$ cat src/hw/rtl/cnm_pkg.sv
`default_nettype none
package cnm_pkg;
  localparam int unsigned MAP_DEPTH_DEF = 65536;
  localparam logic [15:0] CLIP_RESET = 16'd256;
  localparam logic [47:0] SUM_MAX = {48{1'b1}};

  typedef enum logic [1:0] {
    CMD_CLEAR = 2'd0,
    CMD_LOAD  = 2'd1,
    CMD_READ  = 2'd2,
    CMD_NONE  = 2'd3
  } cmd_t;

  typedef struct packed {
    logic clear;
    logic load;
    logic rd_start;
    logic div1_start;
    logic sqrt_start;
    logic mul_go;
    logic div2_start;
    logic finish;
  } cnm_ctrl_t;

  typedef struct packed {
    logic in_range;
    logic div_done;
    logic sqrt_done;
  } cnm_stat_t;
endpackage
`default_nettype wire

$ cat src/hw/rtl/cnm_ctrl.sv
`default_nettype none
module cnm_ctrl (
  input  wire logic               clk,
  input  wire logic               rst_n,
  input  wire logic               in_fire,
  input  wire logic [1:0]         in_command,
  input  wire cnm_pkg::cnm_stat_t stat,
  input  wire logic               out_ready,
  output logic                    in_ready,
  output cnm_pkg::cnm_ctrl_t      ctrl,
  output logic                    out_valid,
  output logic                    out_status,
  output logic                    norm_sel
);
  typedef enum logic [6:0] {
    S_IDLE = 7'b0000001,
    S_DIV1 = 7'b0000010,
    S_SQRT = 7'b0000100,
    S_MUL  = 7'b0001000,
    S_PREP = 7'b0010000,
    S_DIV2 = 7'b0100000,
    S_OUT  = 7'b1000000
  } state_t;

  state_t state_r, state_nxt;
  logic status_r, status_nxt;
  logic sel_r, sel_nxt;

  always_comb begin
    state_nxt = state_r;
    status_nxt = status_r;
    sel_nxt = sel_r;
    ctrl = '0;
    unique case (state_r)
      S_IDLE: begin
        if (in_fire) begin
          ctrl.clear = (in_command == cnm_pkg::CMD_CLEAR);
          ctrl.load = (in_command == cnm_pkg::CMD_LOAD);
          if (in_command == cnm_pkg::CMD_READ) begin
            if (stat.in_range) begin
              ctrl.rd_start = 1'b1;
              ctrl.div1_start = 1'b1;
              state_nxt = S_DIV1;
            end else begin
              status_nxt = 1'b1;
              sel_nxt = 1'b0;
              state_nxt = S_OUT;
            end
          end
        end
      end
      S_DIV1: if (stat.div_done) state_nxt = S_SQRT;
      S_SQRT: begin
        ctrl.sqrt_start = 1'b1;
        state_nxt = S_MUL;
      end
      S_MUL: if (stat.sqrt_done) begin
        ctrl.mul_go = 1'b1;
        state_nxt = S_PREP;
      end
      S_PREP: begin
        ctrl.div2_start = 1'b1;
        state_nxt = S_DIV2;
      end
      S_DIV2: if (stat.div_done) begin
        status_nxt = 1'b0;
        sel_nxt = 1'b1;
        state_nxt = S_OUT;
      end
      S_OUT: if (out_ready) state_nxt = S_IDLE;
      default: state_nxt = S_IDLE;
    endcase
  end

  always_ff @(posedge clk) begin
    if (!rst_n) begin
      state_r <= S_IDLE;
      status_r <= 1'b0;
      sel_r <= 1'b0;
    end else begin
      state_r <= state_nxt;
      status_r <= status_nxt;
      sel_r <= sel_nxt;
    end
  end

  assign in_ready = (state_r == S_IDLE);
  assign out_valid = (state_r == S_OUT);
  assign out_status = status_r;
  assign norm_sel = sel_r;

`ifndef ASSERT_OFF
  a_onehot: assert property (@(posedge clk) disable iff (!rst_n) $onehot(state_r))
    else $error("state not one-hot");
  a_excl: assert property (@(posedge clk) disable iff (!rst_n) !(in_ready && out_valid))
    else $error("accept while result pending");
  a_okpath: assert property (@(posedge clk) disable iff (!rst_n)
    (out_valid && !status_r) |-> sel_r)
    else $error("ok result without datapath result");
`endif
endmodule
`default_nettype wire

$ cat config.mk
export PLATFORM = sky130hd
export DESIGN_NAME = cnm_ctrl
export DESIGN_NICKNAME = d
export VERILOG_FILES = /design/src/hw/rtl/cnm_pkg.sv /design/src/hw/rtl/cnm_ctrl.sv
export SDC_FILE = /design/constraint.sdc
export NUM_CORES = 1
export LEC_CHECK = 0
export CAP_MARGIN = 0
export CORE_MARGIN = 2
export CORE_UTILIZATION = 29
export CTS_CLUSTER_DIAMETER = 150
export DETAILED_ROUTE_END_ITERATION = 12
export DONT_BUFFER_PORTS = 1
export GPL_TIMING_DRIVEN = 0
export PLACE_DENSITY = 0.41
export SYNTH_ARGS = -nofsm -noshare
export SYNTH_HDL_FRONTEND = slang
export SYNTH_SLANG_ARGS = --single-unit
$ cat constraint.sdc
create_clock -name clk -period 2 [get_ports clk]
set_clock_uncertainty 0.1 [all_clocks]
set_input_delay 0.4 -clock clk [delete_from_list [all_inputs] [get_ports clk]]
set_output_delay 0.4 -clock clk [all_outputs]
set_load 0.005 [all_outputs]
==> impl_metrics.yaml <==
drt:
  antenna_left: 0
  drt_iter0_drc: 8
  via_per_inst: 5.32
  detail_route.wl_per_cell_um: 14.5
  drc: 0
  num_vias: 622
  wirelength_um: 1690
  first_pass_iters: 4
cells_and_area:
  final_area_um2: 821
  drive_gt1_share_pct: 31.5
  final_cell_count_no_fill: 117
  num-nets-final: 99
  multi_input_area_um2: 468
  layout.area.seq_um2: 190
  syn_to_final_growth_pct: 25.2
  n_antenna_cell: 0
  nFillCells: 241
synth:
  ys_warn_count: 0
  synthArstFlopShare_pct: 0
  syn_avg_cell_area_um2: 8.00
  ys_seq_area_share_pct: 27.5
  yosysMostFrequentCell: "dfxtp_1"
  synth_seq_cells: 9
  syn_inst: 82
  synth_ff_type: "dfxtp_1"
  ys_types: 40
  synth_area_leaders: "dfxtp_1, nor3_1, o211ai_1"
  netlist.area_leader.share_pct: 27.5
  synth_commonest_cells: "dfxtp_1, nor3_1, inv_1, nand2b_1, o211ai_1"
  syn-cell-area_um2: 656
  synth_area_leader_cell: "dfxtp_1"
  synth_edf_count: 0
  synth_fp_nets: 91
sta:
  fin_crit_ns: 2.46
  setup_viol: 4
  finalHoldViolCount: 0
  worstMarginPinSlew_ns: 0.578
  rsz0062_at_grt: "yes"
  fin_ws_ns: -0.462
  post-route-period-util_pct: 123
  max_freq_mhz: 406
  drv_slew: 0
  maxSlewHeadroom_pct: 61.5
clock_tree:
  numCtsBuffers: 3
  clockRootBuffer: "clkbuf_4"
  clock_sinks: 9
  clk_latency_ns: 0.26
  h-tree-depth: 1
  cts_tree: "yes"
  path_clk_slew_ns: 0.06
  clock_path_buffers: 2
worst_setup_path:
  worstPathMaxFanout: 3
  cp-end-kind: "output pin"
  rrSetupSlack_ns: 0
  r2r-start: "state_r[2]"
  cpMostUsedCell: "or3_4"
  r2r-end: "state_r[0]"
  critical_path_class: "flop to output pin"
  worst_setup_path_start_kind: "flop"
  r2r_cells: 7
  arrival_ns: 1.96
  path_cells: "or3_4 > or3_4 > nor2_4 > nand2_2 > and4bb_1 > buf_4"
  worstPathRequired_ns: 1.50
  critPathMaxStageDelay_ns: 0.40
  crit_path_top_delay_cell: "or3_4"
floorplanning:
  num_rows: 17
  coreArea_mm2: 0.00217
  die_w_um: 51.5
  top_level_ports: 21
  fp.dieH_um: 51.5
  die_area_mm2: 0.00266
  initial_core_util_pct: 30.2
global_route:
  grt_max_degree: 11
  grt_pass1_wl_um: 2820
  grt-ovfl-total: 0
  antenna_found_initial: 0
  grt_usage_pct: 14.3
  first_global_vias: 629
run_status:
  violations: "negative setup slack"
  status: "finished with violations"
pwr:
  ir_worst_vdd_v: 0.000526
  leakagePower_nw: 0.307
  totalPowerFinal_mw: 0.736
  power_density_mw_per_mm2: 896
place:
  place_hpwl_um: 1210
  placed_area_um2: 691
  io_buffers: 0
  place_congestion: 0.705
  dp_cells: 110
hold_path:
  holdPathStages: 1
  min_from: "rst_n"
  min_to: "state_r[0]"
  hp-class: "input port to flop"
job:
  drv_cap: 0
[layout make-up]
class | instances | share of cell area [%]
repair buffers | 5 | 5.03
well taps | 28 | 4.27
multi-input cells | 60 | 57.0
clock buffers | 4 | 3.20
plain buffers | 5 | 4.57
inverters | 6 | 2.74
flip-flops and latches | 9 | 23.2
[critical path: cells and delay by family, from the launching register on]
| kind | cells | cell delay [ns] |
|---|---|---|
| buffers and inverters | 1 | 0.12 |
| flip-flops | 1 | 0.34 |
| AND/OR/NAND/NOR | 5 | 1.24 |
[stage by stage]
step | setup TNS, ns | hold WS [ns] | utilization, % | worst slack (ns)
floorplan | -0.206 | 0.380 | - | -0.162
global placement | -0.512 | 0.413 | 31.8 | -0.256
detailed placement | -0.466 | 0.393 | 31.8 | -0.247
CTS | -1.52 | 0.123 | 36.0 | -0.474
global route | -2.17 | 0.120 | 37.8 | -0.558
finish | -1.48 | 0.131 | 37.8 | -0.462
[worst max-delay path by stage]
stage	startpoint	to	slack, ns
floorplan	state_r[3]	ctrl[5]	-0.16
global placement	state_r[6]	ctrl[5]	-0.26
detailed placement	state_r[6]	ctrl[5]	-0.25
CTS	state_r[2]	ctrl[5]	-0.47
global route	state_r[2]	ctrl[5]	-0.56
finish	state_r[2]	ctrl[5]	-0.46
[cell families (layout without fill, tap and decap cells)]
| kind of cell | Yosys count | in the layout | synth area share, % |
|---|---|---|---|
| other | 1 | 1 | 0.572 |
| muxes | 1 | 1 | 1.53 |
| DFF | 9 | 9 | 27.5 |
| and+or+nand+nor | 38 | 38 | 38.6 |
| xor gates and xnor gates | 1 | 1 | 1.34 |
| AOI/OAI and AO/OA | 19 | 19 | 20.2 |
| buffers and inverters | 13 | 20 | 10.3 |
[cell usage in the layout (no fill, tap or decap), types with 2 or more instances in the layout]
cell      instances
a21oi_1           3
o21ai_0           2
a31oi_1           2
nor3_1            5
clkbuf_1          2
and2_1            3
nor2_1            3
nor3b_1           2
dfxtp_2           2
nor4_4            2
nor4b_1           2
inv_1             6
dfxtp_1           5
nand3_1           2
or3_4             3
nand2b_1          4
dfxtp_4           2
o211ai_1          4
buf_6             2
clkbuf_4          3
buf_4             7
[what timing repair did]
item	CTS	global route
setup endpoints to repair	8	10
gates resized for setup	12	10
pin swaps	2	3
hold buffers	0	0
setup buffers	4	1
[power breakdown]
group	switching [mW]	internal [mW]	total, mW
Combinational	0.191	0.180	0.371
Sequential	0.0165	0.204	0.221
Clock	0.0673	0.0771	0.144
Total	0.275	0.461	0.736
[sequential cells by signal, summed over array words and instances (netlist names)]
name        cells
state_r         7
norm_sel        1
out_status      1
[layer usage]
| layer | GRT usage, % | wire length, um |
|---|---|---|
| met1 | 17.0 | 753 |
| met3 | 6.03 | 131 |
| met5 | 0 | 0 |
| met4 | 3.95 | 12 |
| met2 | 23.5 | 795 |
Note: power is estimated with default switching activity, not from simulation.
